## config.mk

```make
export PLATFORM = sky130hd
export DESIGN_NAME = sjh_queue
export DESIGN_NICKNAME = d
export VERILOG_FILES = /design/src/sv/sjh_pkg.sv /design/src/sv/sjh_queue.sv
export SDC_FILE = /design/constraint.sdc
export NUM_CORES = 1
export LEC_CHECK = 0
export ABC_CLOCK_PERIOD_IN_PS = 4000
export BUFFER_PORTS_ARGS = -buffer_cell sky130_fd_sc_hd__buf_2
export CAP_MARGIN = 20
export CORE_MARGIN = 5
export CORE_UTILIZATION = 45
export CTS_CLUSTER_DIAMETER = 200
export DETAILED_ROUTE_END_ITERATION = 12
export GPL_TIMING_DRIVEN = 0
export PLACE_DENSITY_LB_ADDON = 0.25
export SLEW_MARGIN = 15
export SYNTH_ARGS = -nofsm -noshare
export SYNTH_HDL_FRONTEND = slang
export SYNTH_SLANG_ARGS = --single-unit
```

## constraint.sdc

```tcl
create_clock -name clk_i -period 4 [get_ports clk_i]
set_input_delay 0.2 -clock clk_i [delete_from_list [all_inputs] [get_ports clk_i]]
set_output_delay 0.2 -clock clk_i [all_outputs]
set_load 0.03 [all_outputs]
```

## src/sv/sjh_pkg.sv

```systemverilog
// Shared types, constants and helpers of the stereo joint histogram unit.
`default_nettype none

package sjh_pkg;

  localparam int MAX_WIDTH_DEF = 1024;
  localparam int LEVELS_DEF    = 256;

  // Column fields in the queue are sized for the largest supported row
  localparam int COL_W = 13;

  localparam int QUEUE_DEPTH = 2;
  localparam int QUEUE_PW    = $clog2(QUEUE_DEPTH);

  localparam logic [7:0]  SAT_LIMIT  = 8'd255;
  localparam int          READ_SHIFT = 7;
  localparam logic [10:0] WIDTH_RST  = 11'd640;
  localparam logic [15:0] HEIGHT_RST = 16'd480;

  localparam int              EPOCH_W     = 8;
  localparam logic [EPOCH_W-1:0] EPOCH_FIRST = EPOCH_W'(1);
  localparam logic [EPOCH_W-1:0] EPOCH_LAST  = '1;

  localparam logic REG_WIDTH  = 1'b0;
  localparam logic REG_HEIGHT = 1'b1;

  typedef enum logic [1:0] {
    MODE_PIXEL = 2'd0,
    MODE_READ  = 2'd1,
    MODE_CLEAR = 2'd2,
    MODE_NOP   = 2'd3
  } sjh_mode_e;

  typedef struct packed {
    sjh_mode_e        mode;
    logic [7:0]       lp;
    logic [7:0]       rp;
    logic [COL_W-1:0] col;
    logic [COL_W-1:0] target;
    logic [7:0]       bl;
    logic [7:0]       br;
    logic             row_end;
    logic             last;
  } sjh_item_t;

  function automatic logic [7:0] clip_level(input logic [7:0] v, input logic [8:0] lim);
    return ({1'b0, v} >= lim) ? 8'(lim - 9'd1) : v;
  endfunction

endpackage

`default_nettype wire

```

## src/sv/sjh_queue.sv

```systemverilog
// Short FIFO between the front end and the histogram engine.
`default_nettype none

module sjh_queue import sjh_pkg::*; (
  input  logic      clk_i,
  input  logic      rst_ni,
  input  logic      push_i,
  input  sjh_item_t item_i,
  input  logic      pop_i,
  output logic      full_o,
  output logic      empty_o,
  output sjh_item_t head_o
);

  sjh_item_t            mem_q [QUEUE_DEPTH];
  logic [QUEUE_PW-1:0]  wr_ptr_q, rd_ptr_q;
  logic [QUEUE_PW:0]    cnt_q;

  assign full_o  = cnt_q == (QUEUE_PW + 1)'(QUEUE_DEPTH);
  assign empty_o = cnt_q == '0;
  assign head_o  = mem_q[rd_ptr_q];

  always_ff @(posedge clk_i) begin
    if (push_i) begin
      mem_q[wr_ptr_q] <= item_i;
    end
  end

  always_ff @(posedge clk_i or negedge rst_ni) begin
    if (!rst_ni) begin
      wr_ptr_q <= '0;
      rd_ptr_q <= '0;
      cnt_q    <= '0;
    end else begin
      if (push_i) wr_ptr_q <= wr_ptr_q + QUEUE_PW'(1);
      if (pop_i)  rd_ptr_q <= rd_ptr_q + QUEUE_PW'(1);
      if (push_i && !pop_i) begin
        cnt_q <= cnt_q + (QUEUE_PW + 1)'(1);
      end else if (pop_i && !push_i) begin
        cnt_q <= cnt_q - (QUEUE_PW + 1)'(1);
      end
    end
  end

endmodule

`default_nettype wire

```

---- After elaboration in Yosys (flattened, before gate mapping) ----
Memories as Yosys holds them, arrays and structs flattened.
Index checks and enable logic that the tools add are counted.
W data, S select, Z words.
word-level totals
  output and inout port bits .............. 64
  memories ................................ 1
  RAM bits ................................ 124
  input port bits ......................... 66
  logic and storage cells ................. 19
  bits in registers ....................... 4
operators by class
  multiplexer cells ....................... 4
  equal/unequal tests ..................... 1
  add/sub/neg operators ................... 4
  reductions and logical operators ........ 6
memory list
  memory  depth  width  read ports  clocked after memory_dff  write ports  line             RTL
  mem_q   2      62     1           0                         1            sjh_queue.sv:15  sjh_item_t mem_q [QUEUE_DEPTH];
operator list
  kind                   number
  $mux W2                2
  $add A1 B1 Y1 const B  2
  $add A2 B1 Y2 const B  1
  $eq A2 B2 Y1 const B   1
  $logic_and A1 B1 Y1    2
  $logic_not A1 Y1       2
  $logic_not A2 Y1       1
  $mux W1                2
  $reduce_bool A2 Y1     1
  $sub A2 B1 Y2 const B  1

---- Longest topological paths before layout ----
Gate-level depths: netlist of the first run.
  word-level depth ........................ 4
  mapped depth ............................ 5
  depth with buffers taken out ............ 5

---- Least setup slack after synthesis of the first run ----
No wires, ideal clock.
  path kind ............................... register -> register
  start point ............................. register wr_ptr_q
  end point ............................... memory mem_q[0][0] (netlist name), enable pin
  cell stages (with the launch flop) ...... 2
  setup slack ............................. 351 ps
  clock period less this slack ............ 3649 ps
  data required time ...................... 3510 ps
  setup time .............................. 490 ps
  arrival time ............................ 3159 ps
  path buffers ............................ 0
  cells stage by stage .................... dfrtp_1 -> nor2b_1
RTL lines
  what                    line             RTL
  from (decl)             sjh_queue.sv:16  logic [QUEUE_PW-1:0] wr_ptr_q, rd_ptr_q;
  from (signal assigned)  sjh_queue.sv:35  if (push_i) wr_ptr_q <= wr_ptr_q + QUEUE_PW'(1);
  to (decl)               sjh_queue.sv:15
No word-level cell before the write port.

==> results.py, run 1 <==
metrics = {
    "placement": {
        "dp_hpwl_mm": 5.815,
        "portBuffers": 129,
        "place_congestion": 0.6610,
        "dpl_cell_area_mm2": 0.005867,
    },
    "sta": {
        "hold_viol": 0,
        "holdWs_ps": 413.2,
        "skew_ps": 5.835,
        "fin_crit_ps": 1904,
        "fmax_mhz": 525.2,
        "max_slew_margin_pct": 50.77,
        "final_max_slew_viol_count": 0,
        "setup_violations": 0,
        "worst_pin_slew_ps": 736.9,
        "fin_crit_sh_pct": 47.60,
        "rsz0062_at_grt": "false",
    },
    "route": {
        "num_vias": 2648,
        "drt-total-wl_mm": 8.986,
        "avgViaCountPerCell": 4.581,
        "wl_per_cell_um": 15.55,
        "ant_nets": 0,
        "drt_first_iter_violations": 94,
        "drt-pass1-iter-count": 4,
        "drc_errors": 0,
    },
    "power_and_ir_drop": {
        "p_comb_share_pct": 37.1,
        "p_switching_mw": 1.709,
        "netSwitchingFraction_pct": 31.87,
        "pwr-share-clk_pct": 28.3,
        "ir_drop_uv": 407.9,
        "p_int_mw": 3.654,
        "leakage_nw": 2.923,
        "p_per_area_mw_per_mm2": 753.5,
        "p_seq_share_pct": 34.6,
    },
    "min_path": {
        "min_path_cells": 2,
        "hp-start": "item_i[39]",
        "hp-class": "in -> reg",
        "hold_path_end": "mem_q[1][39]$_DFFE_PP_",
    },
    "clocking": {
        "clkSinkCount": 128,
        "clkLatencyLatePin_ps": 500,
        "cts_tree": "built",
        "cts.clk_slew.worst_paths_ps": 60,
        "cts_root_buffer": "clkbuf_8",
        "post-cts-setup-buffers": 0,
        "cts_buffer_depth": 2,
        "ctsHtreeMaxLevel": 4,
        "cts_buffers": 17,
    },
    "global_routing": {
        "grt_first_pass_wirelength_mm": 14.09,
        "grt_max_degree": 42,
        "gr-total-overflow": 0,
        "track_usage_pct": 14.42,
        "antenna_found_initial": 0,
        "grt_pass1_vias": 2895,
    },
    "critical_path": {
        "r2r_cells": 3,
        "cp-end-kind": "output pin",
        "r2r_start": "wr_ptr_q$_DFFE_PN0P_",
        "critPathLaunchType": "flip-flop",
        "r2r_slack_ps": 2210,
        "path_class": "reg -> out",
        "critPathArrivalTime_ps": 1700,
        "rr_endpoint": "mem_q[0][11]$_DFFE_PP_",
        "critPathMaxFanout": 10,
        "critPathRequiredTime_ps": 3800,
    },
    "synth": {
        "synthDistinctLibCells": 13,
        "syn_inst": 209,
        "synth_top_area_share_pct": 75.06,
        "synthTopCellsByArea": "edfxtp_1, mux2_4, buf_12, dfrtp_1, xor2_1",
        "synth_commonest_cells": "edfxtp_1, mux2_4, buf_12",
        "async_reset_ff_share_pct": 3.125,
        "synthesis.nets": 276,
        "ys_warn_count": 0,
        "synth-edff-count": 124,
        "synthFlopType": "edfxtp_1",
        "ys_ff_latch": 128,
        "synth.largest_area_cell": "edfxtp_1",
        "syn_area_mm2": 0.004961,
        "seq_area_frac_synth_pct": 77.07,
        "yosysMostFrequentCell": "edfxtp_1",
        "syn-mean-instance-area_um2": 23.74,
    },
    "die": {
        "coreArea_mm2": 0.01084,
        "initial_utilization_pct": 45.76,
        "chipHeight_um": 115.0,
        "ios": 130,
        "die_area_mm2": 0.01322,
        "die_x_um": 115.0,
        "rows": 38,
    },
    "layout": {
        "diodes": 0,
        "post-route-util_pct": 65.65,
        "drive_gt1_share_pct": 52.74,
        "areaGrowthSynthToFinish_pct": 43.46,
        "fillers": 758,
        "num-nets-final": 493,
        "final_area_mm2": 0.007117,
    },
    "job": {
        "cap_violations": 0,
    },
    "run_status": {
        "run_status": "complete, no violations",
    },
}
-- registers in the layout (all words and copies together) (netlist names) --
signal    flops
cnt_q         2
mem_q       124
rd_ptr_q      1
wr_ptr_q      1
-- cell usage in the layout (no fill, tap or decap), drive strengths merged, types with 2 or more instances in the layout --
cell type,n
clkinvlp,2
mux2,62
nor2,2
edfxtp,124
buf,139
xor2,4
dfrtp,4
bufinv,4
dlygate4sd3,66
clkbuf,19
nor2b,2
clkinv,6
-- worst max-delay path, cell delays in order (launching register included) --
cell and delay [ps]:
dfrtp_1 330, buf_6 200, buf_12 170, mux2_4 300
buf_2 180
-- cells by family after synthesis --
| logic type | after synthesis | synth area share (%) |
|---|---|---|
| xor gates and xnor gates | 5 | 0.8827 |
| and+or+nand+nor | 5 | 0.5297 |
| DFF | 128 | 77.07 |
| muxes | 62 | 18.54 |
| buffers and inverters | 8 | 2.724 |
| adders and majority gates | 1 | 0.2522 |
-- worst max-delay path by stage --
stage | start | to | cells after the start
floorplan | wr_ptr_q$_DFFE_PN0P_ | mem_q[0][0]$_DFFE_PP_ | 1
global placement | wr_ptr_q$_DFFE_PN0P_ | mem_q[0][20]$_DFFE_PP_ | 1
detailed placement | wr_ptr_q$_DFFE_PN0P_ | mem_q[0][18]$_DFFE_PP_ | 3
CTS | rd_ptr_q$_DFFE_PN0P_ | head_o[2] | 4
global route | rd_ptr_q$_DFFE_PN0P_ | head_o[2] | 4
finish | rd_ptr_q$_DFFE_PN0P_ | head_o[51] | 4
-- power by group through the flow --
| stage | registers, mW | clock network (mW) | logic (mW) |
|---|---|---|---|
| final | 1.86 | 1.52 | 1.99 |
| after global routing | 1.88 | 1.63 | 2.10 |
| after CTS | 1.86 | 1.56 | 2.02 |
| after detailed placement | 1.89 | 0 | 1.97 |
| after global placement | 1.90 | 0 | 1.91 |
| after floorplan | 1.88 | 0 | 1.50 |
-- layout make-up --
type | count | area, um^2 | share of cell area, %
Sequential cell | 128 | 3824 | 53.73
Timing Repair Buffer | 198 | 1381 | 19.41
Multi-Input combinational cell | 73 | 1012 | 14.22
Clock buffer | 19 | 421.7 | 5.925
Tap cell | 140 | 175.2 | 2.461
Clock inverter | 12 | 167.7 | 2.356
Buffer | 7 | 131.4 | 1.846
Inverter | 1 | 3.754 | 0.05274
-- metal layers --
| metal | global-route usage [%] | wire length, um | vias up |
|---|---|---|---|
| li1 | - | - | 1261 |
| met4 | 6.573 | 120 | 0 |
| met3 | 5.368 | 620 | 10 |
| met5 | 0 | 0 | - |
| met2 | 24.96 | 4790 | 83 |
| met1 | 15.75 | 3455 | 1294 |
-- through the flow --
step | power (mW) | TNS (ps) | instances | setup slack, ps
detailed placement | 3.856 | 0 | 481 | 2181
global route | 5.611 | 0 | 578 | 2003
finish | 5.363 | 0 | 578 | 2096
global placement | 3.809 | -78150 | 478 | -1266
floorplan | 3.379 | 0 | 209 | 351.0
CTS | 5.440 | 0 | 578 | 2044
-- repair_timing --
item / 4_1_cts / 5_1_grt
resized for setup: 0 / 0
endpoints found under the hold margin: 130 / 0
hold buffers: 66 / 0
setup endpoints to repair: 0 / 0
Note: power is estimated with default switching activity, not from simulation.
==> run 2, diff against run 1 <==
--- a/config.mk
+++ b/config.mk
@@ -5,7 +5,7 @@
 export SDC_FILE = /design/constraint.sdc
 export NUM_CORES = 1
 export LEC_CHECK = 0
-export ABC_CLOCK_PERIOD_IN_PS = 4000
+export ABC_CLOCK_PERIOD_IN_PS = 1950
 export BUFFER_PORTS_ARGS = -buffer_cell sky130_fd_sc_hd__buf_2
 export CAP_MARGIN = 20
 export CORE_MARGIN = 5
==> constraint.sdc (replaced) <==
create_clock -name clk_i -period 1.95 [get_ports clk_i]
set_input_delay 0.0975 -clock clk_i [delete_from_list [all_inputs] [get_ports clk_i]]
set_output_delay 0.0975 -clock clk_i [all_outputs]
set_load 0.03 [all_outputs]
==> run 2 against run 1 <==
- utilization shrank 0.058 points
- clock skew up 4.6 ps
- sequential share of layout area barely moved
- largest power group unchanged
- first-iteration DRC count down 46%
- final area about the same
- worst setup slack worse by 2000 ps
- non-clock buffer count unchanged
==> results.py, run 2 (synthesis results as in run 1) <==
metrics = {
    "run_status": {
        "run_status": "complete, no violations",
    },
    "layout": {
        "diodes": 0,
        "drive_gt1_share_pct": 53.08,
        "post-route-util_pct": 65.59,
        "regMostFlops": "mem_q",
        "mostFrequentLayoutCells": "buf_2, edfxtp_1, dlygate4sd3_1, mux2_4, clkbuf_16",
        "final_area_mm2": 0.007111,
        "largest_register_ffs": 124,
        "largestRegisters": "mem_q (124), cnt_q (2)",
        "layout_commonest_cell": "buf_2",
        "num-nets-final": 493,
        "areaGrowthSynthToFinish_pct": 43.33,
    },
    "die": {
        "ios": 130,
        "initial_utilization_pct": 45.76,
        "coreArea_mm2": 0.01084,
        "rows": 38,
        "die_x_um": 115.0,
        "die_area_mm2": 0.01322,
        "chipHeight_um": 115.0,
    },
    "global_routing": {
        "antenna_found_initial": 0,
        "grt_pass1_vias": 2847,
        "grt_max_degree": 36,
        "track_usage_pct": 14.08,
        "gr-total-overflow": 0,
        "grt_first_pass_wirelength_mm": 13.93,
    },
    "route": {
        "drt-total-wl_mm": 9.062,
        "drt_first_iter_violations": 51,
        "drc_errors": 0,
        "num_vias": 2613,
        "avgViaCountPerCell": 4.513,
        "ant_nets": 0,
        "drt-pass1-iter-count": 4,
        "wl_per_cell_um": 15.65,
    },
    "power_and_ir_drop": {
        "p_per_area_mw_per_mm2": 1537,
        "leakage_nw": 2.918,
        "ir_drop_uv": 765.3,
    },
    "clocking": {
        "ctsHtreeMaxLevel": 4,
        "cts_buffer_depth": 2,
        "cts_buffers": 17,
        "clkSinkCount": 128,
        "cts.clk_slew.worst_paths_ps": 60,
        "cts_tree": "built",
        "post-cts-setup-buffers": 0,
        "clkLatencyLatePin_ps": 520,
        "cts_root_buffer": "clkbuf_8",
    },
    "sta": {
        "skew_ps": 10.42,
        "worst_pin_slew_ps": 722.4,
        "fin_crit_ps": 1816,
        "hold_viol": 0,
        "setup_tns_ps": 0,
        "final_max_slew_viol_count": 0,
        "max_slew_margin_pct": 51.74,
        "fin_crit_sh_pct": 93.14,
        "fmax_mhz": 550.6,
        "setup_violations": 0,
        "rsz0062_at_grt": "false",
    },
    "critical_path": {
        "r2r_slack_ps": 350,
        "critPathLaunchType": "flip-flop",
        "path_class": "reg -> out",
        "r2r_cells": 2,
        "critPathRequiredTime_ps": 1850,
        "critPathMaxFanout": 10,
        "critPathArrivalTime_ps": 1720,
        "r2r_start": "wr_ptr_q$_DFFE_PN0P_",
        "rr_endpoint": "mem_q[0][22]$_DFFE_PP_",
        "cp-end-kind": "output pin",
    },
    "min_path": {
        "hp-start": "item_i[46]",
        "hp-class": "in -> reg",
        "hold_path_end": "mem_q[1][46]$_DFFE_PP_",
        "min_path_cells": 2,
    },
    "job": {
        "cap_violations": 0,
    },
    "placement": {
        "portBuffers": 129,
        "dp_hpwl_mm": 5.545,
        "dpl_cell_area_mm2": 0.005867,
        "place_congestion": 0.6926,
    },
}
[run 2: cell types whose count changed in the layout (fill, tap and decap cells not counted)]
cell,delta
bufinv_16,-2
clkinvlp_4,+1
clkinv_1,-1
clkinv_2,-1
clkbuf_8,+4
[run 2: area by class of cell]
class	instances	area, um^2
Sequential cell	128	3824
Fill cell	745	3730
Timing Repair Buffer	198	1381
Multi-Input combinational cell	73	1012
Clock buffer	23	476.7
Tap cell	140	175.2
Buffer	7	131.4
Clock inverter	9	106.4
Inverter	1	3.754
[run 2: where the power goes]
group | internal, mW | total (mW) | switching (mW)
clock network | 1.95 | 3.03 | 1.08
logic | 1.79 | 4.09 | 2.30
registers | 3.65 | 3.81 | 0.156
total | 7.39 | 10.9 | 3.54
[run 2: how the worst max path moves through the flow]
stage	startpoint	slack (ps)	end
floorplan	wr_ptr_q$_DFFE_PN0P_	180	mem_q[0][0]$_DFFE_PP_
global placement	wr_ptr_q$_DFFE_PN0P_	-350	mem_q[0][4]$_DFFE_PP_
detailed placement	wr_ptr_q$_DFFE_PN0P_	330	mem_q[0][4]$_DFFE_PP_
CTS	rd_ptr_q$_DFFE_PN0P_	90	head_o[59]
global route	rd_ptr_q$_DFFE_PN0P_	60	head_o[57]
finish	rd_ptr_q$_DFFE_PN0P_	130	head_o[50]
[run 2: metrics by stage]
step | instances | power, mW | hold slack (ps) | worst slack [ps]
after detailed placement | 481 | 7.899 | -86.90 | 334.2
after global placement | 478 | 7.783 | -93.90 | -353.3
after CTS | 579 | 11.06 | 277.7 | 92.04
final | 579 | 10.93 | 296.7 | 133.8
after global routing | 579 | 11.38 | 290.5 | 58.75
after floorplan | 209 | 6.909 | -198.1 | 183.1
[run 2: repair_timing]
| action | 4_1_cts | 5_1_grt |
|---|---|---|
| gates resized for setup | 0 | 0 |
| endpoints found under the hold margin | 131 | 0 |
| hold buffers | 66 | 0 |
[run 2: routing by layer]
metal  GRT usage (%)  up-vias  wire (um)
li1                -     1261          -
met1           16.43     1240       3684
met2           23.53      102       4565
met3           4.368       10        701
met4           7.042        0        110
met5               0        -          0
[run 2: worst max-delay path, stage by stage, from the launching register on]
cell and delay (ps):
dfrtp_1 340, buf_6 200, buf_12 170, mux2_4 310, buf_2 180
