File: config.mk
export PLATFORM = sky130hd
export DESIGN_NAME = sjh_front_flat
export DESIGN_NICKNAME = d
export VERILOG_FILES = /design/src/sv/sjh_pkg.sv /design/src/sv/sjh_if.sv /design/src/sv/sjh_front.sv /design/src/flat_wrapper.sv
export SDC_FILE = /design/constraint.sdc
export NUM_CORES = 1
export LEC_CHECK = 0
export BUFFER_PORTS_ARGS = -buffer_cell sky130_fd_sc_hd__buf_4
export CAP_MARGIN = 40
export CORE_MARGIN = 8
export CORE_UTILIZATION = 49
export CTS_CLUSTER_SIZE = 8
export DETAILED_ROUTE_END_ITERATION = 6
export PLACE_DENSITY = 0.91
export SLEW_MARGIN = 20
export SYNTH_ARGS = -nofsm -noshare
export SYNTH_HDL_FRONTEND = slang
export SYNTH_SLANG_ARGS = --single-unit
export TNS_END_PERCENT = 30
File: constraint.sdc
create_clock -name clk_i -period 3.75 [get_ports clk_i]
set_clock_uncertainty 0.05 [all_clocks]
set_input_delay 0.75 -clock clk_i [delete_from_list [all_inputs] [get_ports clk_i]]
set_output_delay 0.75 -clock clk_i [all_outputs]
set_load 0.05 [all_outputs]
File: src/sv/sjh_pkg.sv
// Shared types, constants and helpers of the stereo joint histogram unit.
`default_nettype none

package sjh_pkg;

  localparam int MAX_WIDTH_DEF = 1024;
  localparam int LEVELS_DEF    = 256;

  // Column fields in the queue are sized for the largest supported row
  localparam int COL_W = 13;

  localparam int QUEUE_DEPTH = 2;
  localparam int QUEUE_PW    = $clog2(QUEUE_DEPTH);

  localparam logic [7:0]  SAT_LIMIT  = 8'd255;
  localparam int          READ_SHIFT = 7;
  localparam logic [10:0] WIDTH_RST  = 11'd640;
  localparam logic [15:0] HEIGHT_RST = 16'd480;

  localparam int              EPOCH_W     = 8;
  localparam logic [EPOCH_W-1:0] EPOCH_FIRST = EPOCH_W'(1);
  localparam logic [EPOCH_W-1:0] EPOCH_LAST  = '1;

  localparam logic REG_WIDTH  = 1'b0;
  localparam logic REG_HEIGHT = 1'b1;

  typedef enum logic [1:0] {
    MODE_PIXEL = 2'd0,
    MODE_READ  = 2'd1,
    MODE_CLEAR = 2'd2,
    MODE_NOP   = 2'd3
  } sjh_mode_e;

  typedef struct packed {
    sjh_mode_e        mode;
    logic [7:0]       lp;
    logic [7:0]       rp;
    logic [COL_W-1:0] col;
    logic [COL_W-1:0] target;
    logic [7:0]       bl;
    logic [7:0]       br;
    logic             row_end;
    logic             last;
  } sjh_item_t;

  function automatic logic [7:0] clip_level(input logic [7:0] v, input logic [8:0] lim);
    return ({1'b0, v} >= lim) ? 8'(lim - 9'd1) : v;
  endfunction

endpackage

`default_nettype wire

File: src/sv/sjh_if.sv
// Handshake channels for pixel/command beats and result beats.
`default_nettype none

interface sjh_in_if;
  logic       valid;
  logic       ready;
  logic [1:0] mode;
  logic [7:0] left_pixel;
  logic [7:0] right_pixel;
  logic [7:0] disparity;
  logic [7:0] bin_left;
  logic [7:0] bin_right;

  modport source (output valid, mode, left_pixel, right_pixel, disparity, bin_left,
                  bin_right, input ready);
  modport sink (input valid, mode, left_pixel, right_pixel, disparity, bin_left,
                bin_right, output ready);
endinterface


`default_nettype wire

File: src/sv/sjh_front.sv
// Front end: accepts beats, tracks raster position, clips levels, builds queue entries.
`default_nettype none

module sjh_front import sjh_pkg::*; #(
  parameter int MAX_WIDTH = MAX_WIDTH_DEF,
  parameter int LEVELS    = LEVELS_DEF
) (
  input  logic        clk_i,
  input  logic        rst_ni,
  sjh_in_if.sink      in_ch,
  input  logic [10:0] image_width_i,
  input  logic [15:0] image_height_i,
  input  logic        sweeping_i,
  input  logic        full_i,
  output logic        push_o,
  output sjh_item_t   item_o
);

  localparam int CW   = $clog2(MAX_WIDTH);
  localparam int CmpW = (CW + 1 > 11) ? CW + 1 : 11;
  localparam int TW   = (CW > 8) ? CW : 8;

  logic [CW-1:0]   col_q, col_d;
  logic [15:0]     row_q, row_d;
  logic [CmpW-1:0] col_nx;
  logic [16:0]     row_nx;
  logic [TW-1:0]   col_t, disp_t;
  logic [CW-1:0]   target;
  logic            row_end, wrap, accept;
  sjh_mode_e       mode;

  assign mode     = sjh_mode_e'(in_ch.mode);
  assign in_ch.ready = !full_i && !sweeping_i;
  assign accept   = in_ch.valid && in_ch.ready;
  assign push_o   = accept;

  assign col_nx  = CmpW'(col_q) + CmpW'(1);
  assign row_end = (image_width_i == 11'd0) || (col_nx >= CmpW'(image_width_i)) ||
                   (col_nx >= CmpW'(MAX_WIDTH));
  assign row_nx  = {1'b0, row_q} + 17'd1;
  assign wrap    = (image_height_i == 16'd0) || (row_nx >= {1'b0, image_height_i});

  assign col_t  = TW'(col_q);
  assign disp_t = TW'(in_ch.disparity);
  assign target = (col_t > disp_t) ? CW'(col_t - disp_t) : col_q;

  always_comb begin
    item_o.mode    = mode;
    item_o.lp      = clip_level(in_ch.left_pixel, 9'(LEVELS));
    item_o.rp      = in_ch.right_pixel;
    item_o.col     = COL_W'(col_q);
    item_o.target  = COL_W'(target);
    item_o.bl      = clip_level(in_ch.bin_left, 9'(LEVELS));
    item_o.br      = clip_level(in_ch.bin_right, 9'(LEVELS));
    item_o.row_end = row_end;
    item_o.last    = row_end && wrap;
  end

  always_comb begin
    col_d = col_q;
    row_d = row_q;
    if (accept) begin
      unique case (mode)
        MODE_PIXEL: begin
          if (row_end) begin
            col_d = '0;
            row_d = wrap ? 16'd0 : row_nx[15:0];
          end else begin
            col_d = CW'(col_nx);
          end
        end
        MODE_CLEAR: begin
          col_d = '0;
          row_d = '0;
        end
        MODE_READ, MODE_NOP: begin
          col_d = col_q;
        end
      endcase
    end
  end

  always_ff @(posedge clk_i or negedge rst_ni) begin
    if (!rst_ni) begin
      col_q <= '0;
      row_q <= '0;
    end else begin
      col_q <= col_d;
      row_q <= row_d;
    end
  end

endmodule

`default_nettype wire

File: src/flat_wrapper.sv
// flat-port wrapper written by rule: the top's interface ports become plain ports
module sjh_front_flat import sjh_pkg::*;
#(
  parameter int MAX_WIDTH = MAX_WIDTH_DEF,
  parameter int LEVELS    = LEVELS_DEF
)
  (clk_i, rst_ni, image_width_i, image_height_i, sweeping_i, full_i, push_o, item_o, in_ch_valid, in_ch_mode, in_ch_left_pixel, in_ch_right_pixel, in_ch_disparity, in_ch_bin_left, in_ch_bin_right, in_ch_ready);
  sjh_in_if in_ch_i ();
  input  logic clk_i;
  input  logic rst_ni;
  input  logic [10:0] image_width_i;
  input  logic [15:0] image_height_i;
  input  logic sweeping_i;
  input  logic full_i;
  output logic push_o;
  output sjh_item_t item_o;
  input wire logic [$bits(in_ch_i.valid)-1:0] in_ch_valid;
  input wire logic [$bits(in_ch_i.mode)-1:0] in_ch_mode;
  input wire logic [$bits(in_ch_i.left_pixel)-1:0] in_ch_left_pixel;
  input wire logic [$bits(in_ch_i.right_pixel)-1:0] in_ch_right_pixel;
  input wire logic [$bits(in_ch_i.disparity)-1:0] in_ch_disparity;
  input wire logic [$bits(in_ch_i.bin_left)-1:0] in_ch_bin_left;
  input wire logic [$bits(in_ch_i.bin_right)-1:0] in_ch_bin_right;
  output wire logic [$bits(in_ch_i.ready)-1:0] in_ch_ready;
  assign in_ch_i.valid = in_ch_valid;
  assign in_ch_i.mode = in_ch_mode;
  assign in_ch_i.left_pixel = in_ch_left_pixel;
  assign in_ch_i.right_pixel = in_ch_right_pixel;
  assign in_ch_i.disparity = in_ch_disparity;
  assign in_ch_i.bin_left = in_ch_bin_left;
  assign in_ch_i.bin_right = in_ch_bin_right;
  assign in_ch_ready = in_ch_i.ready;
  sjh_front #(.MAX_WIDTH(MAX_WIDTH), .LEVELS(LEVELS)) u_core (.clk_i(clk_i), .rst_ni(rst_ni), .in_ch(in_ch_i), .image_width_i(image_width_i), .image_height_i(image_height_i), .sweeping_i(sweeping_i), .full_i(full_i), .push_o(push_o), .item_o(item_o));
endmodule
### Word-level counts from Yosys, hierarchy flattened

Cells that the tools add are included.

| cells by class | value |
|---|---|
| reductions and logical operators | 15 |
| shift operators | 0 |
| multiply operators | 0 |
| add/subtract/negate cells | 3 |
| magnitude comparators | 4 |
| mux-type cells | 6 |
| equality and inequality tests | 4 |
| div/mod/pow operators | 0 |
| bitwise logic cells | 1 |

Operator list:

| kind | number |
|---|---|
| $mux 16 | 2 |
| $pmux 16 s2 | 1 |
| $mux 10 | 2 |
| $pmux 10 s2 | 1 |
| $add 16x1->17 const B | 1 |
| $ge 17x16->1 | 1 |
| $logic_not 16->1 | 1 |
| $add 10x1->11 const B | 1 |
| $ge 11x11->1 | 1 |
| $ge 11x11->1 const B | 1 |
| $logic_not 11->1 | 1 |
| $gt 10x8->1 | 1 |
| $sub 10x8->10 | 1 |
| $eq 2x2->1 const B | 2 |
| $logic_and 1x1->1 | 3 |
| $logic_or 1x1->1 | 3 |
| $reduce_and 3->1 | 1 |
| $eq 2x1->1 const B | 1 |
| $logic_not 1->1 | 2 |
| $logic_not 2->1 | 1 |
| $ne 2x1->1 const B | 1 |
| $reduce_and 2->1 | 1 |
| $reduce_bool 2->1 | 1 |
| $reduce_or 2->1 | 1 |
| $not 1->1 | 1 |

| word-level totals | value |
|---|---|
| memories | 0 |
| logic and storage cells | 35 |
| bits in registers | 26 |
| bits of input ports | 74 |
| bits in read-only memories | 0 |
| output and inout bits | 64 |
| bits in latches | 0 |
| memory bits (writable) | 0 |

### Depth between registers and ports, before layout

Gate-level depths: netlist of the first run.

| logic depth | value |
|---|---|
| depth in word-level cells | 6 |
| depth in mapped cells | 14 |

### Least setup slack after synthesis of the first run

OpenSTA, ideal clock, no wires.

| path | value |
|---|---|
| path kind | reg-to-output |
| from | register u_core.col_q[0] |
| to | output port item_o[18] in the netlist's numbering |
| required time | 2.950 ns |
| cell stages (with the launch flop) | 10 |
| path slack | -0.282 ns |
| arrival | 3.232 ns |
| cells stage by stage | dfrtp_1 > inv_1 > ha_1 > fa_1 > nor2b_1 > o21ai_1 > a21oi_1 > o31ai_1 > o21ai_2 > mux2i_1 |

RTL lines:

| item | RTL line | text |
|---|---|---|
| start, declared | sjh_front.sv:23 | `logic [CW-1:0] col_q, col_d;` |
| start signal, assigned | sjh_front.sv:88 | `col_q <= col_d;` |
| end, declared | flat_wrapper.sv:16 | `output sjh_item_t item_o;` |

==> tab_implementation.tex, run 1 <==
\begin{tabular}{lr}
\hline
Metric & Value \\
\hline
\multicolumn{2}{l}{\textbf{Run status}} \\
\quad Result of the run & complete, but fails checks \\
\quad Violated checks & negative setup slack \\
\multicolumn{2}{l}{\textbf{Worst setup path}} \\
\quad Slowest stage cell, crit path & dfrtp\_2 \\
\quad Stage delay of the slowest cell on the critical path & 440 ps \\
\quad Cells traversed along the worst timing path & nand2\_2, or3\_4, nor2\_4, buf\_6, nand3\_4, xnor2\_2, ha\_1, nand4\_1, o41ai\_2, a211oi\_2, o211ai\_2, and2\_4, buf\_8 \\
\quad Category of the critical setup timing path & reg -> out \\
\quad Last element of the critical path & item\_o[0] \\
\quad Data arrival time of the worst path & 2970 ps \\
\quad Worst-case register-to-register setup slack & $\sim$360 ps \\
\quad Maximum net fanout on the critical path & 6 \\
\quad Critical path buffer and inverter count & 2 \\
\quad Element type at the critical path end & output port \\
\quad R2R depth & 16 \\
\quad Cell family with most CP delay & simple AND/OR/NAND/NOR gates \\
\quad Source of the worst register-to-register timing path & u\_core.row\_q[5] \\
\quad R2r endpoint & u\_core.row\_q[4] \\
\quad Startpoint types & flop \\
\quad Crit path required time & $\sim$3000 ps \\
\quad Launch point of the worst path & u\_core.row\_q[5] \\
\quad Critical path depth & 13 \\
\multicolumn{2}{l}{\textbf{Cells and area}} \\
\quad Ratio of cells with drive above 1 in the final layout & a little under two fifths \\
\quad Layout Cell Area excl Fill & 3974 um\^{}2 \\
\quad Fill cell count & 494 \\
\quad Diode count & 0 \\
\quad Post-synthesis to final-layout area growth & 25.83\% \\
\quad Nets & 561 \\
\multicolumn{2}{l}{\textbf{Synth}} \\
\quad Count of flip-flops with a built-in enable after synthesis & 0 \\
\quad Avg Inst Size Synth & 8.203 um\^{}2 \\
\quad Post-synthesis sequential element count & 26 \\
\quad Share of synthesized registers carrying an async set or reset & 100.0\% \\
\quad Commonest cells in the synthesized netlist & 42 x buf\_4, 42 x inv\_1, 37 x ha\_1 \\
\quad Number of distinct library cells after synthesis & 53 \\
\quad Portion of the post-synthesis area used by sequential elements & between 20\% and 30\% \\
\quad Top-area cell type share of the netlist area & $\sim$21\% \\
\quad Synth area leaders & dfrtp\_1 21\%, ha\_1 15\%, buf\_4 10\% \\
\quad Gate count after technology mapping & 385 \\
\quad Cell taking the most area after synthesis & dfrtp\_1 \\
\quad Total of warnings raised by yosys & 0 \\
\quad Flip-flop cell with the highest count after synthesis & dfrtp\_1 \\
\quad Cell Area, Synth & 3158 um\^{}2 \\
\multicolumn{2}{l}{\textbf{Pwr}} \\
\quad Power density cells & 285.9 nW/um\^{}2 \\
\quad IR drop worst, VDD & roughly 0.25 mV \\
\quad Reported leakage power & 1.976 nW \\
\multicolumn{2}{l}{\textbf{Clock tree}} \\
\quad Root Buffer & clkbuf\_8 \\
\quad \# clock sinks & 26 \\
\quad Clock edge transition at the registers on the reported setup and hold paths & 100 ps \\
\quad Later-pin clock latency in the skew report & 280 ps \\
\quad Buffers from clock root to sink, at most & 2 \\
\quad TritonCTS clock tree & built \\
\quad Number of buffers created by CTS & 3 \\
\quad Number of levels in the clock H-tree & 1 \\
\quad Hold buffer count at CTS & 0 \\
\multicolumn{2}{l}{\textbf{Timing}} \\
\quad Number of hold-slack violations in the final timing report & 0 \\
\quad Max\_slew headroom & 48.10\% \\
\quad Share of the clock period used by the worst path & 100.6\% \\
\quad Min Hold Slack & between 300 and 400 ps \\
\quad RSZ-0062 raised after global routing & true \\
\quad Max Fclk & 265.1 MHz \\
\quad Final WS setup & -22.60 ps \\
\quad Number of failing setup endpoints in the final timing report & 1 \\
\quad Total negative setup slack & -22.60 ps \\
\quad Actual transition at the worst max-transition pin & around 770 ps \\
\quad Min cycle time layout & 3773 ps \\
\quad Number of slew-limit violations in the final report & 0 \\
\multicolumn{2}{l}{\textbf{Place}} \\
\quad \# port buffers & 67 \\
\quad Final GP Congestion & 0.8494 \\
\quad Total cell area at the placement stage & 3555 um\^{}2 \\
\quad Worst slack at placement & 71.04 ps \\
\quad Detailed-placement wirelength estimate & between 6 and 7 mm \\
\multicolumn{2}{l}{\textbf{Floorplanning}} \\
\quad Starting density of the core & about half \\
\quad Vert. Die Dim & 96.28 um \\
\quad Core area & between 6000 and 7000 um\^{}2 \\
\quad Overall die area & between 9000 and 10000 um\^{}2 \\
\quad I/O pin count & 138 \\
\quad Number of cell rows & 29 \\
\quad Die outline width & 96.28 um \\
\multicolumn{2}{l}{\textbf{Global routing}} \\
\quad Total GRT Usage & 18.69\% \\
\quad Vias in the first global route & 3152 \\
\quad Number of antenna violations at the first check in global routing & 0 \\
\quad Pin count of the biggest net entering global routing & 27 \\
\quad Global-route wire length before repair & 14.06 mm \\
\quad Remaining Overflow, GRT & 0 \\
\multicolumn{2}{l}{\textbf{Drt}} \\
\quad Via count & approximately 3000 \\
\quad Post-detailed-routing wire length & 9.151 mm \\
\quad Routed len/inst & 17.43 um \\
\quad First-pass iteration count of the detailed router & 4 \\
\quad Violation count after the first detailed-route iteration & between 150 and 200 \\
\quad Antenna-violating nets left & 0 \\
\quad Number of design rule violations left after detail routing & 0 \\
\quad Per-cell via count in the routed design & 5.756 \\
\multicolumn{2}{l}{\textbf{Job}} \\
\quad Max-cap violations & 0 \\
\multicolumn{2}{l}{\textbf{Min path}} \\
\quad Worst min path class & in -> async \\
\hline
\end{tabular}
## cell usage in the layout, fill, tap and decap left out, types with 6 or more instances in the layout
cell type	netlist	final
nand4_1	10	10
mux2_2	6	6
a22o_1	11	11
nand2_1	31	29
o21ai_0	22	20
dfrtp_1	26	18
buf_4	42	103
nand3_1	9	8
nor2b_1	8	7
a21oi_1	9	7
ha_1	37	34
nor3_1	10	8
xor2_1	11	10
xnor2_1	17	13
nor2_1	12	10
inv_1	42	41
dfrtp_2	0	8
conb_1	1	6
nor4_1	10	10
## worst min path at each step
stage                     startpoint                to  slack, ps  cells after the start
floorplan                     rst_ni   u_core.col_q[0]        400                      0
global placement    u_core.row_q[15]  u_core.row_q[15]        480                      1
detailed placement  u_core.row_q[15]  u_core.row_q[15]        500                      1
CTS                           rst_ni   u_core.col_q[3]        330                      1
global route                  rst_ni   u_core.col_q[7]        330                      1
finish                        rst_ni   u_core.col_q[7]        320                      1
## stage by stage
| stage | power (mW) | cells | utilization (%) |
|---|---|---|---|
| 6_report | 1.136 | 525 | 63.30 |
| 5_1_grt | 1.190 | 525 | 63.30 |
| 4_1_cts | 1.113 | 510 | 59.86 |
| 3_5_place_dp | 0.8646 | 497 | 56.63 |
| 3_3_place_gp | 0.8421 | 497 | 56.63 |
| 2_1_floorplan | 0.7866 | 390 | - |
## report_power, final
group / total (mW) / switching, mW / internal [mW]
clock: 0.240 / 0.0972 / 0.143
combinational: 0.576 / 0.353 / 0.223
sequential: 0.319 / 0.0241 / 0.295
## metal layers
| metal | vias to the layer above | wire length (um) | global-route usage [%] |
|---|---|---|---|
| li1 | 1434 | - | - |
| met2 | 111 | 4696 | 35.02 |
| met3 | 29 | 677 | 3.978 |
| met4 | 0 | 238 | 6.786 |
| met1 | 1448 | 3539 | 19.95 |
| met5 | - | 0 | 0 |
## timing repair
item,in CTS,in global routing
setup buffers,9,15
endpoints found under the hold margin,0,0
resized for setup,14,28
pin swaps,4,18
endpoints found under the setup margin,2,12
## final cells by class
cell class	count	area, um^2	share of cell area [%]
clock inverter	1	30.03	0.7557
timing repair buffer	106	814.5	20.50
clock buffer	3	41.29	1.039
multi-input combinational	270	2173	54.69
inverter	42	157.7	3.967
tap	77	96.34	2.424
sequential	26	660.6	16.62
## cell families (layout without fill, tap and decap cells)
family	after synthesis	in the layout	share of synthesized area, %
AOI/OAI and AO/OA	70	70	15.49
buffers and inverters	94	152	16.48
DFF	26	26	20.60
adders and majority gates	38	38	15.29
muxes	10	10	3.407
other	1	6	0.1187
and+or+nand+nor	118	118	20.84
xor gates and xnor gates	28	28	7.765
## registers in the layout, indices dropped and copies added, names as in the netlist
name and flops:
u_core.row_q 16, u_core.col_q 10
No activity file was read; power rests on OpenSTA's default activity.
==> inputs of run 2 (changes only) <==
Settings changed: ABC_AREA set to 1, CORE_UTILIZATION 49 to 50, PLACE_DENSITY 0.91 to 0.92.
==> tab_implementation.tex, run 2 <==
\begin{tabular}{lr}
\hline
Metric & Value \\
\hline
\multicolumn{2}{l}{\textbf{Global routing}} \\
\quad Met1 Track Usage GR & 20.32\% (was 19.95\%) \\
\quad Global-route wire length before repair & 14.08 mm (was 14.06 mm) \\
\quad Met2 GRT Util & 29.47\% (was 35.02\%) \\
\quad GRT Max-Usage Layer & met2 (unchanged) \\
\quad Remaining Overflow, GRT & 0 (unchanged) \\
\quad Total GRT Usage & 17.02\% (was 18.69\%) \\
\quad Pin count of the biggest net entering global routing & 27 (unchanged) \\
\quad Vias in the first global route & 3265 (was 3152) \\
\quad Met3 demand-to-capacity share in global routing & 4.125\% (was 3.978\%) \\
\quad Number of antenna violations at the first check in global routing & 0 (unchanged) \\
\multicolumn{2}{l}{\textbf{Synth}} \\
\quad Share of synthesized registers carrying an async set or reset & 100.0\% (unchanged) \\
\quad Cell with the most instances after synthesis & nand2\_1 \\
\quad Cell taking the most area after synthesis & dfrtp\_1 (unchanged) \\
\quad Total of warnings raised by yosys & 0 (unchanged) \\
\quad Gate count after technology mapping & 483 (was 385) \\
\quad Avg Inst Size Synth & 6.924 um\^{}2 (was 8.203 um\^{}2) \\
\quad Portion of the post-synthesis area used by sequential elements & 19.45\% (was 20.60\%) \\
\quad Synth area leaders & dfrtp\_1 19\%, ha\_1 14\%, nand2\_1 11\% (was dfrtp\_1 21\%, ha\_1 15\%, buf\_4 10\%) \\
\quad Cell Area, Synth & 3344 um\^{}2 (was 3158 um\^{}2) \\
\quad Post-synthesis sequential element count & 26 (unchanged) \\
\quad Top-area cell type share of the netlist area & 19.45\% (was 20.60\%) \\
\quad Flip-flop cell with the highest count after synthesis & dfrtp\_1 (unchanged) \\
\quad Count of flip-flops with a built-in enable after synthesis & 0 (unchanged) \\
\quad Commonest cells in the synthesized netlist & 102 x nand2\_1, 85 x inv\_1, 43 x buf\_4 (was 42 x buf\_4, 42 x inv\_1, 37 x ha\_1) \\
\quad Number of distinct library cells after synthesis & 36 (was 53) \\
\multicolumn{2}{l}{\textbf{Clock tree}} \\
\quad Clock edge transition at the registers on the reported setup and hold paths & 90 ps (was 100 ps) \\
\quad Later-pin clock latency in the skew report & 270 ps (was 280 ps) \\
\quad Hold buffer count at CTS & 0 (unchanged) \\
\quad Buffers from clock root to sink, at most & 2 (unchanged) \\
\quad Root Buffer & clkbuf\_8 (unchanged) \\
\quad TritonCTS clock tree & built (unchanged) \\
\quad Number of buffers created by CTS & 3 (unchanged) \\
\quad \# clock sinks & 26 (unchanged) \\
\quad Number of levels in the clock H-tree & 1 (unchanged) \\
\multicolumn{2}{l}{\textbf{Cells and area}} \\
\quad Area taken by multi-input logic gates & 2108 um\^{}2 (was 2173 um\^{}2) \\
\quad Nets & 637 (was 561) \\
\quad Diode count & 0 (unchanged) \\
\quad Sequential Area & 653.1 um\^{}2 (was 660.6 um\^{}2) \\
\quad Flip-flop count of the largest register after layout & 16 (unchanged) \\
\quad Fill cell count & 594 (was 494) \\
\quad Leading cell types in the layout, fill and taps excluded & 100 x nand2\_1, 84 x inv\_1, 78 x buf\_4 (was 103 x buf\_4, 41 x inv\_1, 34 x ha\_1) \\
\quad Ratio of cells with drive above 1 in the final layout & 23.47\% (was 36.83\%) \\
\quad Non-filler cells, final & 604 (was 525) \\
\quad Registers with the most flip-flops & u\_core.row\_q (16), u\_core.col\_q (10) (unchanged) \\
\quad Register containing the most flip-flops in the final layout & u\_core.row\_q (unchanged) \\
\quad Post-synthesis to final-layout area growth & 15.64\% (was 25.83\%) \\
\quad Commonest non-fill, non-tap cell in the layout & nand2\_1 (was buf\_4) \\
\quad Final design utilization & 58.21\% (was 63.30\%) \\
\multicolumn{2}{l}{\textbf{Floorplanning}} \\
\quad Die outline width & 97.79 um (was 96.28 um) \\
\quad Vert. Die Dim & 97.79 um (was 96.28 um) \\
\quad Starting density of the core & 50.34\% (was 50.31\%) \\
\quad Overall die area & 9562 um\^{}2 (was 9270 um\^{}2) \\
\quad Number of cell rows & 30 (was 29) \\
\quad Core area & 6644 um\^{}2 (was 6277 um\^{}2) \\
\quad I/O pin count & 138 (unchanged) \\
\multicolumn{2}{l}{\textbf{Worst setup path}} \\
\quad R2R depth & 16 (unchanged) \\
\quad Slowest stage cell, crit path & dfrtp\_1 (was dfrtp\_2) \\
\quad Maximum net fanout on the critical path & 14 (was 6) \\
\quad Dominant cell type by count on the critical path & nand2\_1 \\
\quad Startpoint types & flop (unchanged) \\
\quad Data arrival time of the worst path & 2850 ps (was 2970 ps) \\
\quad Stage delay of the slowest cell on the critical path & 420 ps (was 440 ps) \\
\quad Cells traversed along the worst timing path & nand3\_1, nor2\_1, inv\_1, nor3\_2, nand3\_1, xor2\_1, inv\_1, ha\_1, nand2\_1, o21a\_1, nand2\_1, nor2\_1, nand2\_1, buf\_4, buf\_6 (was nand2\_2, or3\_4, nor2\_4, buf\_6, nand3\_4, xnor2\_2, ha\_1, nand4\_1, o41ai\_2, a211oi\_2, o211ai\_2, and2\_4, buf\_8) \\
\quad Element type at the critical path end & output port (unchanged) \\
\quad Category of the critical setup timing path & reg -> out (unchanged) \\
\quad Crit path required time & 2950 ps (about the same) \\
\multicolumn{2}{l}{\textbf{Timing}} \\
\quad Total negative setup slack & 0 ps (was -22.60 ps) \\
\quad Max\_slew headroom & 63.16\% (was 48.10\%) \\
\quad Number of slew-limit violations in the final report & 0 (unchanged) \\
\quad Share of the clock period used by the worst path & 97.40\% (was 100.6\%) \\
\quad Final WS setup & 97.60 ps (was -22.60 ps) \\
\quad Actual transition at the worst max-transition pin & 548.4 ps (was 773.9 ps) \\
\quad Number of failing setup endpoints in the final timing report & 0 (was 1) \\
\quad Number of hold-slack violations in the final timing report & 0 (unchanged) \\
\quad Max Fclk & 273.8 MHz (was 265.1 MHz) \\
\quad Min cycle time layout & 3652 ps (was 3773 ps) \\
\multicolumn{2}{l}{\textbf{Job}} \\
\quad Max-cap violations & 0 (unchanged) \\
\multicolumn{2}{l}{\textbf{Pwr}} \\
\quad Reported leakage power & 2.183 nW (was 1.976 nW) \\
\quad IR drop worst, VDD & 0.4793 mV (was 0.2544 mV) \\
\quad Power density cells & 396.8 nW/um\^{}2 (was 285.9 nW/um\^{}2) \\
\multicolumn{2}{l}{\textbf{Drt}} \\
\quad Post-detailed-routing wire length & 8.632 mm (was 9.151 mm) \\
\quad Via count & 3198 (was 3022) \\
\quad Violation count after the first detailed-route iteration & 166 (was 159) \\
\quad Number of design rule violations left after detail routing & 0 (unchanged) \\
\quad Routed len/inst & 14.29 um (was 17.43 um) \\
\quad Antenna-violating nets left & 0 (unchanged) \\
\quad First-pass iteration count of the detailed router & 5 (was 4) \\
\quad Per-cell via count in the routed design & 5.295 (was 5.756) \\
\multicolumn{2}{l}{\textbf{Place}} \\
\quad Total placed cells including tap cells & 589 (was 497) \\
\quad Worst slack at placement & 304.3 ps (was 71.04 ps) \\
\quad Detailed-placement wirelength estimate & 6.905 mm (was 6.797 mm) \\
\quad Final GP Congestion & 0.8892 (was 0.8494) \\
\quad \# port buffers & 67 (unchanged) \\
\multicolumn{2}{l}{\textbf{Min path}} \\
\quad Worst min path class & in -> async (unchanged) \\
\multicolumn{2}{l}{\textbf{Run status}} \\
\quad Result of the run & finished, final reports clean (was complete, but fails checks) \\
\hline
\end{tabular}
-- run 2: cell types whose count changed after synthesis, moves of 10 or more --
cell,delta
nand2_1,+71
inv_1,+43
nand3_1,+29
xnor2_1,-13
a21oi_1,+12
o21ai_1,+12
a22o_1,-11
xor2_1,+10
-- run 2: worst paths after layout --
kind	end	slack (ps)	from
max	item_o[1]	100	u_core.col_q[0]
min	u_core.col_q[7]	320	rst_ni
max reg2reg	u_core.col_q[4]	820	u_core.col_q[0]
min reg2reg	u_core.row_q[13]	490	u_core.row_q[13]
max in group asynchronous	u_core.col_q[4]	3040	rst_ni
min in group clk_i	u_core.row_q[13]	490	u_core.row_q[13]
-- run 2: logic make-up (layout without fill, tap and decap cells) --
kind of cell	Yosys count	in the layout	share of synthesized area, %
fa+ha+maj	38	38	14.44
compound gates	62	62	10.06
simple gates	196	196	28.21
other cells	1	6	0.1121
flops	26	26	19.45
xor+xnor	25	25	6.547
buf+inv	135	171	21.17
-- run 2: per-layer routing --
layer,wire [um],up-vias,part of all wire [%]
met4,146,0,1.7
met3,705,21,8.2
met2,4183,146,48
li1,-,1571,-
met1,3596,1460,42
met5,0,-,0
-- run 2: area by class of cell --
| cell class | count | area share (%) |
|---|---|---|
| multi-input combinational | 327 | 54.51 |
| sequential | 26 | 16.89 |
| timing repair buffer | 80 | 15.72 |
| inverter | 87 | 8.444 |
| tap | 80 | 2.588 |
| clock buffer | 3 | 1.068 |
| clock inverter | 1 | 0.7764 |
-- run 2: critical path: cells and delay by family, from the launching register on --
kind                     cells  cell delay, ps
flip-flops                   1             420
adder cells (fa/ha/maj)      1             270
AND/OR/NAND/NOR              8            1050
XOR/XNOR                     1             200
AO/OA/AOI/OAI                1             130
buffers and inverters        4             510
-- run 2: report_power, final --
group          switching, mW  total, mW  internal (mW)
clock                 0.0899      0.233          0.143
sequential            0.0440      0.349          0.305
combinational          0.641      0.953          0.312
total                  0.775       1.53          0.760
-- run 2: stage by stage --
stage | area, um^2 | hold WS [ps] | power [mW]
3_3_place_gp | 3600 | 449.7 | 1.246
6_report | 3867 | 322.6 | 1.535
5_1_grt | 3867 | 340.7 | 1.629
4_1_cts | 3686 | 336.8 | 1.511
3_5_place_dp | 3600 | 456.0 | 1.264
2_1_floorplan | 3363 | 404.4 | 1.092
-- run 2: repair_timing --
| action | in CTS | in global routing |
|---|---|---|
| setup endpoints to repair | 1 | 2 |
| buffers inserted | 2 | 9 |
| resized for setup | 0 | 24 |
| gates cloned | 0 | 0 |
| pin swaps | 0 | 6 |
==> inputs of run 3 (changes only) <==
Settings changed: BUFFER_PORTS_ARGS -buffer_cell sky130_fd_sc_hd__buf_4 to unset, CORE_UTILIZATION 50 to 58, DONT_BUFFER_PORTS set to 1, PLACE_DENSITY 0.92 to 0.83.
==> tab_implementation.tex, run 3 (same netlist as run 2, synthesis figures left out) <==
\begin{tabular}{lr}
\hline
Metric & Value \\
\hline
\multicolumn{2}{l}{\textbf{Run status}} \\
\quad Result of the run & finished, final reports clean (unchanged) \\
\multicolumn{2}{l}{\textbf{Global routing}} \\
\quad Pin count of the biggest net entering global routing & 27 (unchanged) \\
\quad Vias in the first global route & 2853 (was 3265) \\
\quad Remaining Overflow, GRT & 0 (unchanged) \\
\quad Global-route wire length before repair & 12.63 mm (was 14.08 mm) \\
\quad Total GRT Usage & 17.50\% (was 17.02\%) \\
\quad Number of antenna violations at the first check in global routing & 0 (unchanged) \\
\multicolumn{2}{l}{\textbf{Pwr}} \\
\quad Power density cells & 430.9 nW/um\^{}2 (was 396.8 nW/um\^{}2) \\
\quad IR drop worst, VDD & 0.4483 mV (was 0.4793 mV) \\
\quad Reported leakage power & 1.893 nW (was 2.183 nW) \\
\quad Total power after layout & 1.454 mW (was 1.535 mW) \\
\multicolumn{2}{l}{\textbf{Cells and area}} \\
\quad Fill cell count & 520 (was 594) \\
\quad Post-synthesis to final-layout area growth & 0.8606\% (was 15.64\%) \\
\quad Leading cell types in the layout, fill and taps excluded & 101 x nand2\_1, 84 x inv\_1, 38 x nand3\_1 (was 100 x nand2\_1, 84 x inv\_1, 78 x buf\_4) \\
\quad Register containing the most flip-flops in the final layout & u\_core.row\_q (unchanged) \\
\quad Diode count & 0 (unchanged) \\
\quad Flip-flop count of the largest register after layout & 16 (unchanged) \\
\quad Sequential Area & 650.6 um\^{}2 (was 653.1 um\^{}2) \\
\quad Nets & 583 (was 637) \\
\quad Commonest non-fill, non-tap cell in the layout & nand2\_1 (unchanged) \\
\quad Layout Cell Area excl Fill & 3373 um\^{}2 (was 3867 um\^{}2) \\
\quad Ratio of cells with drive above 1 in the final layout & 12.55\% (was 23.47\%) \\
\quad Area taken by multi-input logic gates & 2036 um\^{}2 (was 2108 um\^{}2) \\
\quad Registers with the most flip-flops & u\_core.row\_q (16), u\_core.col\_q (10) (unchanged) \\
\multicolumn{2}{l}{\textbf{Worst setup path}} \\
\quad Dominant cell type by count on the critical path & nand2\_1 (unchanged) \\
\quad Data arrival time of the worst path & 2790 ps (was 2850 ps) \\
\quad Startpoint types & flop (unchanged) \\
\quad Source of the worst register-to-register timing path & u\_core.col\_q[2] (was u\_core.col\_q[0]) \\
\quad Stage delay of the slowest cell on the critical path & 420 ps (about the same) \\
\quad Category of the critical setup timing path & reg -> out (unchanged) \\
\quad Cells traversed along the worst timing path & inv\_1, nor2\_4, nand4\_4, nor2\_1, xor2\_1, ha\_1, nand2\_1, inv\_1, nand2\_1, nor2\_1, a21oi\_1, nand2\_1, nor2\_4, a21oi\_2, buf\_6 (was nand3\_1, nor2\_1, inv\_1, nor3\_2, nand3\_1, xor2\_1, inv\_1, ha\_1, nand2\_1, o21a\_1, nand2\_1, nor2\_1, nand2\_1, buf\_4, buf\_6) \\
\quad Element type at the critical path end & output port (unchanged) \\
\quad Crit path required time & 2950 ps (about the same) \\
\quad Launch point of the worst path & u\_core.row\_q[0] (was u\_core.col\_q[0]) \\
\quad Slowest stage cell, crit path & dfrtp\_1 (unchanged) \\
\quad Maximum net fanout on the critical path & 4 (was 14) \\
\multicolumn{2}{l}{\textbf{Min path}} \\
\quad Worst min path class & in -> async (unchanged) \\
\multicolumn{2}{l}{\textbf{Clock tree}} \\
\quad Clock edge transition at the registers on the reported setup and hold paths & 100 ps (was 90 ps) \\
\quad Root Buffer & clkbuf\_8 (unchanged) \\
\quad Number of buffers created by CTS & 3 (unchanged) \\
\quad Hold buffer count at CTS & 0 (unchanged) \\
\quad TritonCTS clock tree & built (unchanged) \\
\quad Buffers from clock root to sink, at most & 2 (unchanged) \\
\quad Number of levels in the clock H-tree & 1 (unchanged) \\
\quad \# clock sinks & 26 (unchanged) \\
\quad Later-pin clock latency in the skew report & 270 ps (about the same) \\
\multicolumn{2}{l}{\textbf{Floorplanning}} \\
\quad Vert. Die Dim & 91.94 um (was 97.79 um) \\
\quad I/O pin count & 138 (unchanged) \\
\quad Core area & 5540 um\^{}2 (was 6644 um\^{}2) \\
\quad Die outline width & 91.94 um (was 97.79 um) \\
\quad Starting density of the core & 60.37\% (was 50.34\%) \\
\quad Overall die area & 8452 um\^{}2 (was 9562 um\^{}2) \\
\quad Number of cell rows & 27 (was 30) \\
\multicolumn{2}{l}{\textbf{Place}} \\
\quad Final GP Congestion & 0.9778 (was 0.8892) \\
\quad Total cell area at the placement stage & 3244 um\^{}2 (was 3600 um\^{}2) \\
\quad \# port buffers & 0 (was 67) \\
\quad Detailed-placement wirelength estimate & 6.301 mm (was 6.905 mm) \\
\quad Worst slack at placement & 362.4 ps (was 304.3 ps) \\
\multicolumn{2}{l}{\textbf{Drt}} \\
\quad Routed len/inst & 14.24 um (was 14.29 um) \\
\quad Antenna-violating nets left & 0 (unchanged) \\
\quad Post-detailed-routing wire length & 7.718 mm (was 8.632 mm) \\
\quad First-pass iteration count of the detailed router & 5 (unchanged) \\
\quad Via count & 2949 (was 3198) \\
\quad Per-cell via count in the routed design & 5.441 (was 5.295) \\
\quad Number of design rule violations left after detail routing & 0 (unchanged) \\
\quad Violation count after the first detailed-route iteration & 173 (was 166) \\
\multicolumn{2}{l}{\textbf{Timing}} \\
\quad Final WS setup & 164.4 ps (was 97.60 ps) \\
\quad Number of slew-limit violations in the final report & 0 (unchanged) \\
\quad Min cycle time layout & 3586 ps (was 3652 ps) \\
\quad Number of failing setup endpoints in the final timing report & 0 (unchanged) \\
\quad Max Fclk & 278.9 MHz (was 273.8 MHz) \\
\quad Number of hold-slack violations in the final timing report & 0 (unchanged) \\
\quad Share of the clock period used by the worst path & 95.62\% (was 97.40\%) \\
\quad Max\_slew headroom & 60.44\% (was 63.16\%) \\
\quad Actual transition at the worst max-transition pin & 589.0 ps (was 548.4 ps) \\
\quad RSZ-0062 raised after global routing & true \\
\multicolumn{2}{l}{\textbf{Job}} \\
\quad Max-cap violations & 0 (unchanged) \\
\hline
\end{tabular}
-- run 3: worst paths after layout --
| kind | end | slack (ps) | cells past startpoint |
|---|---|---|---|
| min reg2reg | u_core.row_q[13] | 480 | 2 |
| max reg2reg | u_core.row_q[1] | 920 | 14 |
| max in group asynchronous | u_core.row_q[1] | 3450 | 0 |
| min in group clk_i | u_core.row_q[13] | 480 | 2 |
| min | u_core.col_q[8] | 110 | 0 |
| max | item_o[0] | 160 | 15 |
-- run 3: final cells by class --
class	instances	share of cell area [%]
clock buffer	3	1.224
clock inverter	1	0.8902
tap	72	2.671
multi-input combinational	327	60.35
inverter	87	9.681
timing repair buffer	26	5.898
sequential	26	19.29
-- run 3: routing by layer --
| layer | GRT usage, % | up-vias | wire length (um) |
|---|---|---|---|
| met5 | 0 | - | 0 |
| met4 | 5.772 | 0 | 113 |
| met3 | 4.075 | 16 | 575 |
| met2 | 31.05 | 116 | 3751 |
| met1 | 20.13 | 1349 | 3277 |
| li1 | - | 1468 | - |
-- run 3: timing repair --
item / in CTS / in global routing
setup buffers: 0 / 3
setup endpoints to repair: 0 / 4
gates resized for setup: 0 / 9
-- run 3: through the flow --
stage               hold WS (ps)  std cells  util, %  setup TNS, ps
floorplan                  404.4        488        -          -2764
global placement           406.3        534    58.42              0
detailed placement         405.9        535    58.56              0
CTS                        104.5        539    59.85              0
global route               89.47        542    60.89         -37.93
finish                     105.3        542    60.89              0
-- run 3: critical path: cells and delay by family, from the launching register on --
kind / cells / cell delay [ps]
xor gates and xnor gates: 1 / 250
and+or+nand+nor: 8 / 990
AOI/OAI and AO/OA: 2 / 260
DFF: 1 / 420
buffers and inverters: 3 / 290
adders and majority gates: 1 / 280
-- run 3: power breakdown --
part / leakage (nW) / switching, mW / internal [mW]
registers: 0.355 / 0.0293 / 0.305
logic: 1.50 / 0.616 / 0.264
clock network: 0.0357 / 0.0959 / 0.143
total: 1.89 / 0.741 / 0.712
